File: src/hdl/gdb_pkg.sv
// ----------------------------------------------------------------------------
// Glyph downscale blitter package
// Shared types and constants for the glyph downscale blitter modules.
// ----------------------------------------------------------------------------
`default_nettype none

package gdb_pkg;

    localparam int SCALE_W     = 17;
    localparam int INV_SCALE_W = 20;
    localparam int CFG_IDX_W   = 1;
    localparam int CFG_DATA_W  = 20;
    localparam int ACC_W       = 28;
    localparam int ORIGIN_W    = 13;
    localparam int ADDR_W      = 18;
    localparam int IN_TDATA_W  = 72;
    localparam int OUT_TDATA_W = 24;
    localparam int PROD_SIDE_W = 25;
    localparam int PROD_BEAR_W = 27;
    localparam int Q_FRAC      = 16;

    // Item kinds carried in tuser.
    localparam logic ACTION_HEADER = 1'b0;
    localparam logic ACTION_BITMAP = 1'b1;

    // Configuration register indexes.
    localparam logic [CFG_IDX_W-1:0] CFG_SCALE     = 1'b0;
    localparam logic [CFG_IDX_W-1:0] CFG_INV_SCALE = 1'b1;

    localparam logic [3:0]  NIBBLE_MASK = 4'hF;
    localparam logic [3:0]  LEVEL_MAX   = 4'd15;
    localparam logic [16:0] SCALE_ONE   = 17'd65536;
    localparam logic [19:0] INV_ONE     = 20'd65536;
    localparam logic [15:0] Q_ROUND     = 16'hFFFF;

    // Input item after the first register, with the bearing and size products.
    typedef struct packed {
        logic                      action;
        logic [7:0]                glyph_width;
        logic [7:0]                glyph_height;
        logic [11:0]               start_x;
        logic [11:0]               baseline_y;
        logic [7:0]                bitmap_byte;
        logic [PROD_SIDE_W-1:0]    prod_width;
        logic [PROD_SIDE_W-1:0]    prod_height;
        logic [PROD_BEAR_W-1:0]    prod_left;
        logic [PROD_BEAR_W-1:0]    prod_top;
    } t_item;

    // One framebuffer pixel write.
    typedef struct packed {
        logic [ADDR_W-1:0] byte_address;
        logic              odd_pixel;
        logic [3:0]        pixel_level;
        logic              last_of_run;
    } t_pix;

endpackage

`default_nettype wire

File: src/hdl/gdb_input_stage.sv
// ----------------------------------------------------------------------------
// Glyph downscale blitter input stage
// Input register; forms the size and bearing products against the scale.
// ----------------------------------------------------------------------------
`default_nettype none

module gdb_input_stage
    import gdb_pkg::*;
(
    input  wire logic                  i_clk,
    input  wire logic                  i_rst_n,
    input  wire logic                  i_tvalid,
    input  wire logic [IN_TDATA_W-1:0] i_tdata,
    input  wire logic                  i_tuser,
    input  wire logic [SCALE_W-1:0]    i_scale,
    input  wire logic                  i_take,
    output logic                       o_tready,
    output logic                       o_valid,
    output t_item                      o_item
);

    logic        r_valid;
    t_item       r_item;
    t_item       n_item;
    logic [8:0]  w_left;
    logic [8:0]  w_top;
    logic signed [PROD_BEAR_W-1:0] w_scale_s;

    assign o_tready = !r_valid || i_take;
    assign w_left   = i_tdata[24:16];
    assign w_top    = i_tdata[33:25];
    assign w_scale_s = $signed({{(PROD_BEAR_W-SCALE_W){1'b0}}, i_scale});

    always_comb begin
        n_item.action       = i_tuser;
        n_item.glyph_width  = i_tdata[7:0];
        n_item.glyph_height = i_tdata[15:8];
        n_item.start_x      = i_tdata[45:34];
        n_item.baseline_y   = i_tdata[57:46];
        n_item.bitmap_byte  = i_tdata[65:58];
        n_item.prod_width   = PROD_SIDE_W'(i_tdata[7:0]) * PROD_SIDE_W'(i_scale);
        n_item.prod_height  = PROD_SIDE_W'(i_tdata[15:8]) * PROD_SIDE_W'(i_scale);
        n_item.prod_left    = PROD_BEAR_W'(PROD_BEAR_W'($signed(w_left)) * w_scale_s);
        n_item.prod_top     = PROD_BEAR_W'(PROD_BEAR_W'($signed(w_top)) * w_scale_s);
    end

    always_ff @(posedge i_clk) begin
        if (!i_rst_n) begin
            r_valid <= 1'b0;
        end else if (i_tvalid && o_tready) begin
            r_valid <= 1'b1;
        end else if (i_take) begin
            r_valid <= 1'b0;
        end
    end

    always_ff @(posedge i_clk) begin
        if (i_tvalid && o_tready) begin
            r_item <= n_item;
        end
    end

    assign o_valid = r_valid;
    assign o_item  = r_item;

endmodule

`default_nettype wire

File: src/hdl/gdb_glyph_engine.sv
// ----------------------------------------------------------------------------
// Glyph downscale blitter engine
// Glyph state, nearest-neighbour row and column selection, pixel writes.
// ----------------------------------------------------------------------------
`default_nettype none

module gdb_glyph_engine
    import gdb_pkg::*;
#(
    parameter int SCREEN_WIDTH   = 960,
    parameter int SCREEN_HEIGHT  = 540,
    parameter int MAX_GLYPH_SIDE = 255
) (
    input  wire logic                   i_clk,
    input  wire logic                   i_rst_n,
    input  wire logic                   i_go,
    input  wire t_item                  i_item,
    input  wire logic [INV_SCALE_W-1:0] i_inv_scale,
    output logic [1:0]                  o_res_cnt,
    output t_pix                        o_res0,
    output t_pix                        o_res1
);

    localparam int HALF_W = SCREEN_WIDTH / 2;
    localparam int POS_W  = 15;
    localparam int MUL_W  = 25;

    logic [7:0]          r_width, r_height, r_bpr, r_dest_w, r_dest_h;
    logic [ORIGIN_W-1:0] r_org_x, r_org_y;
    logic [7:0]          r_sbc, r_srow, r_dcol, r_drow;
    logic [ACC_W-1:0]    r_acc_c, r_acc_r;

    logic [7:0]          n_width, n_height, n_bpr, n_dest_w, n_dest_h;
    logic [ORIGIN_W-1:0] n_org_x, n_org_y;
    logic [7:0]          n_sbc, n_srow, n_dcol, n_drow;
    logic [ACC_W-1:0]    n_acc_c, n_acc_r;

    logic [9:0]          w_ceil_w, w_ceil_h;
    logic [7:0]          w_side_w, w_side_h;
    logic signed [PROD_BEAR_W:0] w_top_rnd;
    logic signed [ORIGIN_W-1:0]  w_floor_l, w_ceil_t;

    logic                w_live, w_row_hit, w_cond0, w_cond1, w_emit0, w_emit1;
    logic [8:0]          w_sxp0, w_sxp1, w_sbc_inc;
    logic [7:0]          w_dcol1, w_dcol_end;
    logic [ACC_W-1:0]    w_acc_c1, w_acc_c_end;
    logic [3:0]          w_nib0, w_nib1;
    logic signed [POS_W-1:0] w_x0, w_x1, w_y;
    t_pix                w_pix0, w_pix1;

    function automatic logic [7:0] side_limit(input logic [9:0] d);
        logic [7:0] v;
        begin
            if (d == 10'd0) begin
                v = 8'd1;
            end else if (d > 10'(MAX_GLYPH_SIDE)) begin
                v = 8'(MAX_GLYPH_SIDE);
            end else begin
                v = d[7:0];
            end
            return v;
        end
    endfunction

    function automatic logic on_screen(input logic signed [POS_W-1:0] x,
                                       input logic signed [POS_W-1:0] y);
        return (x >= 0) && (x < $signed(POS_W'(SCREEN_WIDTH))) &&
               (y >= 0) && (y < $signed(POS_W'(SCREEN_HEIGHT)));
    endfunction

    function automatic t_pix make_pix(input logic signed [POS_W-1:0] x,
                                      input logic signed [POS_W-1:0] y,
                                      input logic [3:0] nib);
        t_pix p;
        logic [MUL_W-1:0] row_base;
        begin
            row_base       = MUL_W'(y[12:0]) * MUL_W'(HALF_W);
            p.byte_address = ADDR_W'(row_base + MUL_W'(x[12:1]));
            p.odd_pixel    = x[0];
            p.pixel_level  = LEVEL_MAX - nib;
            p.last_of_run  = 1'b0;
            return p;
        end
    endfunction

    // Header arithmetic: destination sizes and the scaled bearings.
    always_comb begin
        w_ceil_w  = 10'((26'(i_item.prod_width) + 26'(Q_ROUND)) >> Q_FRAC);
        w_ceil_h  = 10'((26'(i_item.prod_height) + 26'(Q_ROUND)) >> Q_FRAC);
        w_side_w  = side_limit(w_ceil_w);
        w_side_h  = side_limit(w_ceil_h);
        w_floor_l = ORIGIN_W'($signed(i_item.prod_left) >>> Q_FRAC);
        w_top_rnd = (PROD_BEAR_W+1)'($signed(i_item.prod_top)) +
                    $signed({{(PROD_BEAR_W-15){1'b0}}, Q_ROUND});
        w_ceil_t  = ORIGIN_W'(w_top_rnd >>> Q_FRAC);
    end

    // Byte path: both nibbles of the byte are tried in one pass.
    always_comb begin
        w_live    = (r_bpr != 8'd0) && (r_srow < r_height);
        w_row_hit = (r_drow < r_dest_h) && (r_acc_r[ACC_W-1:Q_FRAC] == 12'(r_srow));
        w_nib0    = i_item.bitmap_byte[3:0] & NIBBLE_MASK;
        w_nib1    = i_item.bitmap_byte[7:4];
        w_sxp0    = {r_sbc, 1'b0};
        w_sxp1    = {r_sbc, 1'b1};

        w_cond0   = w_row_hit && (w_sxp0 < 9'(r_width)) && (r_dcol < r_dest_w) &&
                    (r_acc_c[ACC_W-1:Q_FRAC] == 12'(w_sxp0));
        w_dcol1   = w_cond0 ? r_dcol + 8'd1 : r_dcol;
        w_acc_c1  = w_cond0 ? r_acc_c + ACC_W'(i_inv_scale) : r_acc_c;

        w_cond1   = w_row_hit && (w_sxp1 < 9'(r_width)) && (w_dcol1 < r_dest_w) &&
                    (w_acc_c1[ACC_W-1:Q_FRAC] == 12'(w_sxp1));
        w_dcol_end  = w_cond1 ? w_dcol1 + 8'd1 : w_dcol1;
        w_acc_c_end = w_cond1 ? w_acc_c1 + ACC_W'(i_inv_scale) : w_acc_c1;

        w_x0 = POS_W'($signed(r_org_x)) + $signed(POS_W'(r_dcol));
        w_x1 = POS_W'($signed(r_org_x)) + $signed(POS_W'(w_dcol1));
        w_y  = POS_W'($signed(r_org_y)) + $signed(POS_W'(r_drow));

        w_emit0 = w_cond0 && (w_nib0 != 4'd0) && on_screen(w_x0, w_y);
        w_emit1 = w_cond1 && (w_nib1 != 4'd0) && on_screen(w_x1, w_y);
        w_pix0  = make_pix(w_x0, w_y, w_nib0);
        w_pix1  = make_pix(w_x1, w_y, w_nib1);
        w_sbc_inc = 9'(r_sbc) + 9'd1;
    end

    always_comb begin
        n_width  = r_width;
        n_height = r_height;
        n_bpr    = r_bpr;
        n_dest_w = r_dest_w;
        n_dest_h = r_dest_h;
        n_org_x  = r_org_x;
        n_org_y  = r_org_y;
        n_sbc    = r_sbc;
        n_srow   = r_srow;
        n_dcol   = r_dcol;
        n_drow   = r_drow;
        n_acc_c  = r_acc_c;
        n_acc_r  = r_acc_r;
        o_res_cnt = 2'd0;
        o_res0    = w_emit0 ? w_pix0 : w_pix1;
        o_res0.last_of_run = !(w_emit0 && w_emit1);
        o_res1    = w_pix1;
        o_res1.last_of_run = 1'b1;

        case (i_item.action)
            ACTION_HEADER: begin
                n_width  = i_item.glyph_width;
                n_height = i_item.glyph_height;
                n_bpr    = 8'((9'(i_item.glyph_width) + 9'd1) >> 1);
                if (i_item.glyph_width == 8'd0 || i_item.glyph_height == 8'd0) begin
                    n_dest_w = 8'd0;
                    n_dest_h = 8'd0;
                end else begin
                    n_dest_w = w_side_w;
                    n_dest_h = w_side_h;
                end
                n_org_x = ORIGIN_W'($signed(i_item.start_x)) + w_floor_l;
                n_org_y = ORIGIN_W'($signed(i_item.baseline_y)) - w_ceil_t;
                n_sbc   = 8'd0;
                n_srow  = 8'd0;
                n_dcol  = 8'd0;
                n_drow  = 8'd0;
                n_acc_c = '0;
                n_acc_r = '0;
            end
            ACTION_BITMAP: begin
                if (w_live) begin
                    o_res_cnt = 2'(w_emit0) + 2'(w_emit1);
                    if (w_sbc_inc >= 9'(r_bpr)) begin
                        // End of a source row: step to the next one.
                        n_sbc   = 8'd0;
                        n_srow  = r_srow + 8'd1;
                        n_dcol  = 8'd0;
                        n_acc_c = '0;
                        if (w_row_hit) begin
                            n_drow  = r_drow + 8'd1;
                            n_acc_r = r_acc_r + ACC_W'(i_inv_scale);
                        end
                    end else begin
                        n_sbc   = w_sbc_inc[7:0];
                        n_dcol  = w_dcol_end;
                        n_acc_c = w_acc_c_end;
                    end
                end
            end
            default: begin
                o_res_cnt = 2'd0;
            end
        endcase
    end

    always_ff @(posedge i_clk) begin
        if (!i_rst_n) begin
            r_width  <= '0;
            r_height <= '0;
            r_bpr    <= '0;
            r_dest_w <= '0;
            r_dest_h <= '0;
            r_org_x  <= '0;
            r_org_y  <= '0;
            r_sbc    <= '0;
            r_srow   <= '0;
            r_dcol   <= '0;
            r_drow   <= '0;
            r_acc_c  <= '0;
            r_acc_r  <= '0;
        end else if (i_go) begin
            r_width  <= n_width;
            r_height <= n_height;
            r_bpr    <= n_bpr;
            r_dest_w <= n_dest_w;
            r_dest_h <= n_dest_h;
            r_org_x  <= n_org_x;
            r_org_y  <= n_org_y;
            r_sbc    <= n_sbc;
            r_srow   <= n_srow;
            r_dcol   <= n_dcol;
            r_drow   <= n_drow;
            r_acc_c  <= n_acc_c;
            r_acc_r  <= n_acc_r;
        end
    end

endmodule

`default_nettype wire

File: src/hdl/gdb_result_buffer.sv
// ----------------------------------------------------------------------------
// Glyph downscale blitter result buffer
// Two-entry output register that holds the pixel writes of one byte.
// ----------------------------------------------------------------------------
`default_nettype none

module gdb_result_buffer
    import gdb_pkg::*;
(
    input  wire logic       i_clk,
    input  wire logic       i_rst_n,
    input  wire logic       i_push,
    input  wire logic [1:0] i_push_cnt,
    input  wire t_pix       i_res0,
    input  wire t_pix       i_res1,
    input  wire logic       i_ready,
    output logic            o_space,
    output logic            o_valid,
    output t_pix            o_data
);

    logic [1:0] r_cnt;
    t_pix       r_slot0;
    t_pix       r_slot1;

    // A byte's writes are only loaded once everything older has gone.
    assign o_space = (r_cnt == 2'd0) || (r_cnt == 2'd1 && i_ready);
    assign o_valid = (r_cnt != 2'd0);
    assign o_data  = r_slot0;

    always_ff @(posedge i_clk) begin
        if (!i_rst_n) begin
            r_cnt <= 2'd0;
        end else if (i_push) begin
            r_cnt <= i_push_cnt;
        end else if (o_valid && i_ready) begin
            r_cnt <= r_cnt - 2'd1;
        end
    end

    always_ff @(posedge i_clk) begin
        if (i_push) begin
            r_slot0 <= i_res0;
            r_slot1 <= i_res1;
        end else if (o_valid && i_ready) begin
            r_slot0 <= r_slot1;
        end
    end

`ifndef SYNTHESIS
    a_cnt_range: assert property (@(posedge i_clk) disable iff (!i_rst_n)
        r_cnt != 2'd3)
        else $error("result buffer count out of range");

    a_push_no_overwrite: assert property (@(posedge i_clk) disable iff (!i_rst_n)
        (i_push && i_push_cnt != 2'd0) |-> (r_cnt == 2'd0 || (r_cnt == 2'd1 && i_ready)))
        else $error("pixel writes loaded over pending results");

    a_pair_held: assert property (@(posedge i_clk) disable iff (!i_rst_n)
        (i_push && i_push_cnt == 2'd2) |=> (r_cnt == 2'd2))
        else $error("pair of pixel writes not held");
`endif

endmodule

`default_nettype wire

File: src/hdl/glyph_downscale_blitter.sv
// ----------------------------------------------------------------------------
// Glyph downscale blitter
// Nearest-neighbour downscaler for 4-bit glyph bitmaps to framebuffer writes.
// ----------------------------------------------------------------------------
// Channel   Direction  Signals                          Content
// s_axis    in         tvalid tready tdata[71:0] tuser  header or bitmap byte
// m_axis    out        tvalid tready tdata[23:0] tlast  framebuffer pixel write
// cfg       in         i_cfg_we i_cfg_index i_cfg_data  scale registers
//
// A byte that writes both of its pixels sends them one after the other through the
// single output port; the next item is taken while the last write is being sent.
// An input transaction passes the input register and then the result buffer.
// Reset is synchronous and active low; it sets both scales to 1.0 and clears
// the glyph state, so bytes before the first header write nothing.
// A stalled output holds the input register, which then holds s_axis_tready low.
// ----------------------------------------------------------------------------
`default_nettype none

module glyph_downscale_blitter
    import gdb_pkg::*;
#(
    parameter int SCREEN_WIDTH   = 960,
    parameter int SCREEN_HEIGHT  = 540,
    parameter int MAX_GLYPH_SIDE = 255
) (
    input  wire logic                   i_clk,
    input  wire logic                   i_rst_n,
    input  wire logic                   s_axis_tvalid,
    output logic                        s_axis_tready,
    // glyph_width[7:0], glyph_height[15:8], glyph_left[24:16], glyph_top[33:25],
    // start_x[45:34], baseline_y[57:46], bitmap_byte[65:58], zero[71:66]
    input  wire logic [IN_TDATA_W-1:0]  s_axis_tdata,
    // action[0]
    input  wire logic                   s_axis_tuser,
    output logic                        m_axis_tvalid,
    input  wire logic                   m_axis_tready,
    // byte_address[17:0], odd_pixel[18], pixel_level[22:19], zero[23]
    output logic [OUT_TDATA_W-1:0]      m_axis_tdata,
    output logic                        m_axis_tlast,
    input  wire logic                   i_cfg_we,
    input  wire logic [CFG_IDX_W-1:0]   i_cfg_index,
    input  wire logic [CFG_DATA_W-1:0]  i_cfg_data
);

    logic [SCALE_W-1:0]     r_scale_q16;
    logic [INV_SCALE_W-1:0] r_inv_scale_q16;

    logic       w_item_valid;
    t_item      w_item;
    logic       w_space;
    logic       w_go;
    logic [1:0] w_res_cnt;
    t_pix       w_res0;
    t_pix       w_res1;
    t_pix       w_out;

    always_ff @(posedge i_clk) begin
        if (!i_rst_n) begin
            r_scale_q16     <= SCALE_ONE;
            r_inv_scale_q16 <= INV_ONE;
        end else if (i_cfg_we) begin
            case (i_cfg_index)
                CFG_SCALE:     r_scale_q16     <= i_cfg_data[SCALE_W-1:0];
                CFG_INV_SCALE: r_inv_scale_q16 <= i_cfg_data[INV_SCALE_W-1:0];
                default: begin
                    r_scale_q16 <= r_scale_q16;
                end
            endcase
        end
    end

    assign w_go = w_item_valid && w_space;

    gdb_input_stage u_input (
        .i_clk    (i_clk),
        .i_rst_n  (i_rst_n),
        .i_tvalid (s_axis_tvalid),
        .i_tdata  (s_axis_tdata),
        .i_tuser  (s_axis_tuser),
        .i_scale  (r_scale_q16),
        .i_take   (w_go),
        .o_tready (s_axis_tready),
        .o_valid  (w_item_valid),
        .o_item   (w_item)
    );

    gdb_glyph_engine #(
        .SCREEN_WIDTH   (SCREEN_WIDTH),
        .SCREEN_HEIGHT  (SCREEN_HEIGHT),
        .MAX_GLYPH_SIDE (MAX_GLYPH_SIDE)
    ) u_engine (
        .i_clk       (i_clk),
        .i_rst_n     (i_rst_n),
        .i_go        (w_go),
        .i_item      (w_item),
        .i_inv_scale (r_inv_scale_q16),
        .o_res_cnt   (w_res_cnt),
        .o_res0      (w_res0),
        .o_res1      (w_res1)
    );

    gdb_result_buffer u_results (
        .i_clk      (i_clk),
        .i_rst_n    (i_rst_n),
        .i_push     (w_go),
        .i_push_cnt (w_res_cnt),
        .i_res0     (w_res0),
        .i_res1     (w_res1),
        .i_ready    (m_axis_tready),
        .o_space    (w_space),
        .o_valid    (m_axis_tvalid),
        .o_data     (w_out)
    );

    assign m_axis_tdata = {1'b0, w_out.pixel_level, w_out.odd_pixel, w_out.byte_address};
    assign m_axis_tlast = w_out.last_of_run;

endmodule

`default_nettype wire
File: config.mk
export PLATFORM = sky130hd
export DESIGN_NAME = glyph_downscale_blitter
export DESIGN_NICKNAME = d
export VERILOG_FILES = /design/src/hdl/gdb_pkg.sv /design/src/hdl/gdb_input_stage.sv /design/src/hdl/gdb_glyph_engine.sv /design/src/hdl/gdb_result_buffer.sv /design/src/hdl/glyph_downscale_blitter.sv
export SDC_FILE = /design/constraint.sdc
export NUM_CORES = 2
export LEC_CHECK = 0
export BUFFER_PORTS_ARGS = -buffer_cell sky130_fd_sc_hd__buf_4
export CAP_MARGIN = 20
export CORE_UTILIZATION = 50
export DETAILED_ROUTE_END_ITERATION = 10
export PLACE_DENSITY = 0.77
export SYNTH_ARGS = -nofsm -noshare
export SYNTH_HDL_FRONTEND = slang
export SYNTH_SLANG_ARGS = --single-unit
export TNS_END_PERCENT = 20
File: constraint.sdc
create_clock -name i_clk -period 6.7 [get_ports i_clk]
set_clock_uncertainty 0.1 [all_clocks]
set_input_delay 0.335 -clock i_clk [delete_from_list [all_inputs] [get_ports i_clk]]
set_output_delay 0.335 -clock i_clk [all_outputs]
set_load 0.02 [all_outputs]
==> results by group <==
Yosys
  – Mean Syn Cell Area: 9.002 µm²
  – Cell Area, Synth: 0.04041 mm²
  – Synth top area cells: fa_1 (21%), edfxtp_1 (14%), ha_1 (13%)
  – Area leader, netlist: fa_1
  – Synth top cells by count: nand2_1 (653), inv_1 (547), ha_1 (422)
  – Synth unique cells: 101
  – Post-synth ARST share: 0%
  – Syn_nets: 5430
  – Synthesized flop and latch total: 378
  – Dominant synthesized flop cell: dfxtp_1
  – Gate Count Post-Synth: 4489
  – Number of synthesized flops with an enable pin: 184
  – Syn. warnings: 0
  – Sequential share of the synthesized area: 23.28%
  – Most frequent cell after synthesis: nand2_1
  – Post-synth top area share: 20.81%

Finish
  – N_diodes: 0
  – Fin nets: between 5000 and 6000
  – Layout cells sized above 1: 6.868%
  – FF/Latch Area: approximately 0.0094 mm²
  – Layout Utilization: between 50 and 60%
  – Fillers: slightly below 7000
  – Area Growth Syn to Fin: 10.12%
  – Area occupied by multi-input gates: ~0.028 mm²
  – Final Non-Filler Cells: 5680

STA
  – Slew HR: 28.71%
  – Fin Hold WS: 31.93 ps
  – Slew Viols, Final: 0
  – Achievable Freq: 0.1563 GHz
  – Final setup TNS: 0 ps
  – Crit path time final: ~6400 ps
  – Tcrit/Tclk final: 95.50%
  – Finish-stage setup viols: 0
  – Worst-Margin Slew: 1056 ps
  – Fin. Hold Viols: 0

Global route
  – Vias in the first global route: about 32000
  – Largest net degree at the start of global routing: 81
  – Overall routing resource usage: 23.72%
  – Antenna violations before repair: 2
  – Total grt overflow: 0
  – Global-route wire length before repair: 158500 µm

Worst setup path
  – Worst Setup Start Kind: flip-flop
  – Reg-to-Reg End: u_input.o_item[25]
  – CP max-delay cell: dfxtp_1
  – Most frequent CP cell: fa_1
  – Crit-path cells: nand2_1 > fa_1 > inv_1 > fa_1 > ha_1 > inv_1 > fa_1 > inv_1 > ha_1 > ha_1 > fa_1 > a21o_1 > a21oi_1 > o21bai_1 > a31o_2 > a2111oi_0 > o21bai_1 > a21o_1 > o41a_1 > a21o_1 > a21oi_1 > xnor2_1
  – Required @ worst endpoint: about 6900 ps
  – Crit end category: flip-flop
  – R2r setup slk: 300 ps
  – Max incr delay on CP: 610 ps
  – FF-to-FF path depth: 22
  – Crit-path max FO: 6
  – Arrival @ worst endpoint: 6620 ps
  – Crit path kind: reg -> reg
  – R2R Path Start: r_scale_q16[5]
  – Cell family with most CP delay: adder cells
  – WP buf/inv: 3

Route
  – Pre-antenna DRT Iters: 5
  – Drt via density: between 5 and 6
  – Residual DRC: 0
  – Detailed Route WL: 96560 µm
  – Post-DRT Antenna Nets: 0
  – Number of DRC markers in iteration 0: about 2100
  – Wire per inst: 17.00 µm
  – Via Count: around 31000

Floorplanning
  – Die Span X: 286.3 µm
  – Initial Util: 50.82%
  – Core area: 0.07952 mm²
  – Die Span Y: ~290 µm
  – Die area: around 0.08 mm²
  – I/O pin cnt: between 100 and 150
  – Number of cell rows: 103

CTS
  – H-tree lvl count: 2
  – Worst skew pair latency: roughly 600 ps
  – Clock buffer count from CTS: 43
  – CTS Sinks: 378
  – CTS root buf: clkbuf_16
  – Clk buf depth: 3
  – CTS tree: yes
  – CTS clk-pin slew, worst paths: 60 ps

Placed design
  – Number of port buffers: 118
  – Dpl cells: ~5500
  – Routability cong.: 0.9409
  – Post-DP HPWL: 73640 µm

Power and ir drop
  – Power Density: 194.5 mW/mm²
  – Max VDD drop: between 0.15 and 0.2 mV
  – Leak: 20.48 nW

Worst hold path
  – Hold path cells: 1
  – HP Start: s_axis_tdata[1]
  – Hold crit path type: in -> reg
  – Hold EP: u_input.o_item[145]

Run status
  – Status: finished, final reports clean

Flow run
  – Max Cap Violations: 0
-- stage by stage --
stage          total power [mW]  area [µm²]  setup slack [ps]
6_report                  8.654       44500             301.2
5_1_grt                   9.244       44500            -92.94
4_1_cts                   8.699       44470             177.5
3_5_place_dp              6.238       42390             227.7
3_3_place_gp              6.130       42390             362.8
2_1_floorplan             5.428       40410             597.9
-- logic make-up after synthesis --
kind of cell | Yosys count | synth area share [%]
adder cells (fa/ha/maj) | 843 | 33.90
XOR/XNOR | 261 | 5.691
multiplexers | 41 | 1.053
buffers and inverters | 738 | 6.969
other | 1 | 0.009280
AO/OA/AOI/OAI | 733 | 11.43
flip-flops | 378 | 23.28
AND/OR/NAND/NOR | 1494 | 17.66
-- power by group --
group	internal [mW]	leakage, nW	switching (mW)
sequential	2.81	3.37	0.177
combinational	1.39	16.4	1.88
clock	1.38	0.687	1.02
total	5.57	20.5	3.08
-- layout make-up --
cell class	instances	area share, %
clock buffers	53	2.547
flip-flops and latches	378	21.14
inverters	548	4.631
well taps	1050	2.952
repair buffers	252	4.673
clock inverters	26	0.6467
multi-input cells	3373	63.41
-- metal layers --
| layer | part of all wire (%) | vias to the layer above | GRT usage (%) |
|---|---|---|---|
| met4 | 4.1 | 4 | 9.465 |
| li1 | - | 15010 | - |
| met1 | 42 | 15200 | 29.96 |
| met2 | 48 | 975 | 40.64 |
| met3 | 6.1 | 223 | 3.633 |
| met5 | 0.027 | - | 0 |
-- worst max path at each step --
stage / start / end / slack, ps / cells after the start
after floorplan: r_scale_q16[5] / u_input.o_item[25] / 600 / 24
after global placement: u_engine.r_dest_h[7] / u_results.o_data[23] / 360 / 26
after detailed placement: u_engine.r_dest_h[7] / u_results.o_data[23] / 230 / 26
after CTS: u_engine.r_dest_h[7] / u_results.o_data[23] / 180 / 26
after global routing: u_engine.r_dest_h[7] / u_results.o_data[23] / -90 / 27
final: r_scale_q16[5] / u_input.o_item[25] / 300 / 22
-- cells in the final DEF (no fill, tap or decap), drive strengths merged, types with 54 or more instances in the layout --
cell type | netlist | final
dlygate4sd3 | 0 | 66
xnor2 | 167 | 167
nand3 | 93 | 93
o21ai | 170 | 170
inv | 547 | 551
a21o | 56 | 56
clkbuf | 177 | 54
nand2 | 653 | 653
edfxtp | 184 | 184
dfxtp | 194 | 194
buf | 13 | 185
fa | 420 | 420
ha | 422 | 422
xor2 | 93 | 93
nor2 | 214 | 214
and2 | 255 | 255
a21oi | 277 | 277
-- flip-flops by register name, summed over array words and instances, names as in the netlist --
register,cells
u_input.o_item,137
u_engine.r_acc_c,28
u_engine.r_acc_r,28
u_results.o_data,24
u_results.r_slot1,23
r_inv_scale_q16,20
r_scale_q16,17
u_engine.r_org_x,13
u_engine.r_org_y,13
u_engine.r_bpr,8
u_engine.r_dcol,8
u_engine.r_dest_h,8
u_engine.r_dest_w,8
u_engine.r_drow,8
u_engine.r_height,8
u_engine.r_sbc,8
u_engine.r_srow,8
u_engine.r_width,8
u_results.r_cnt,2
u_input.o_valid,1
-- timing repair --
action	4_1_cts	5_1_grt
setup buffers	0	1
hold buffers	66	0
resized for setup	0	5
endpoints found under the setup margin	0	6
endpoints found under the hold margin	71	0
(Power assumes the default switching activity.)
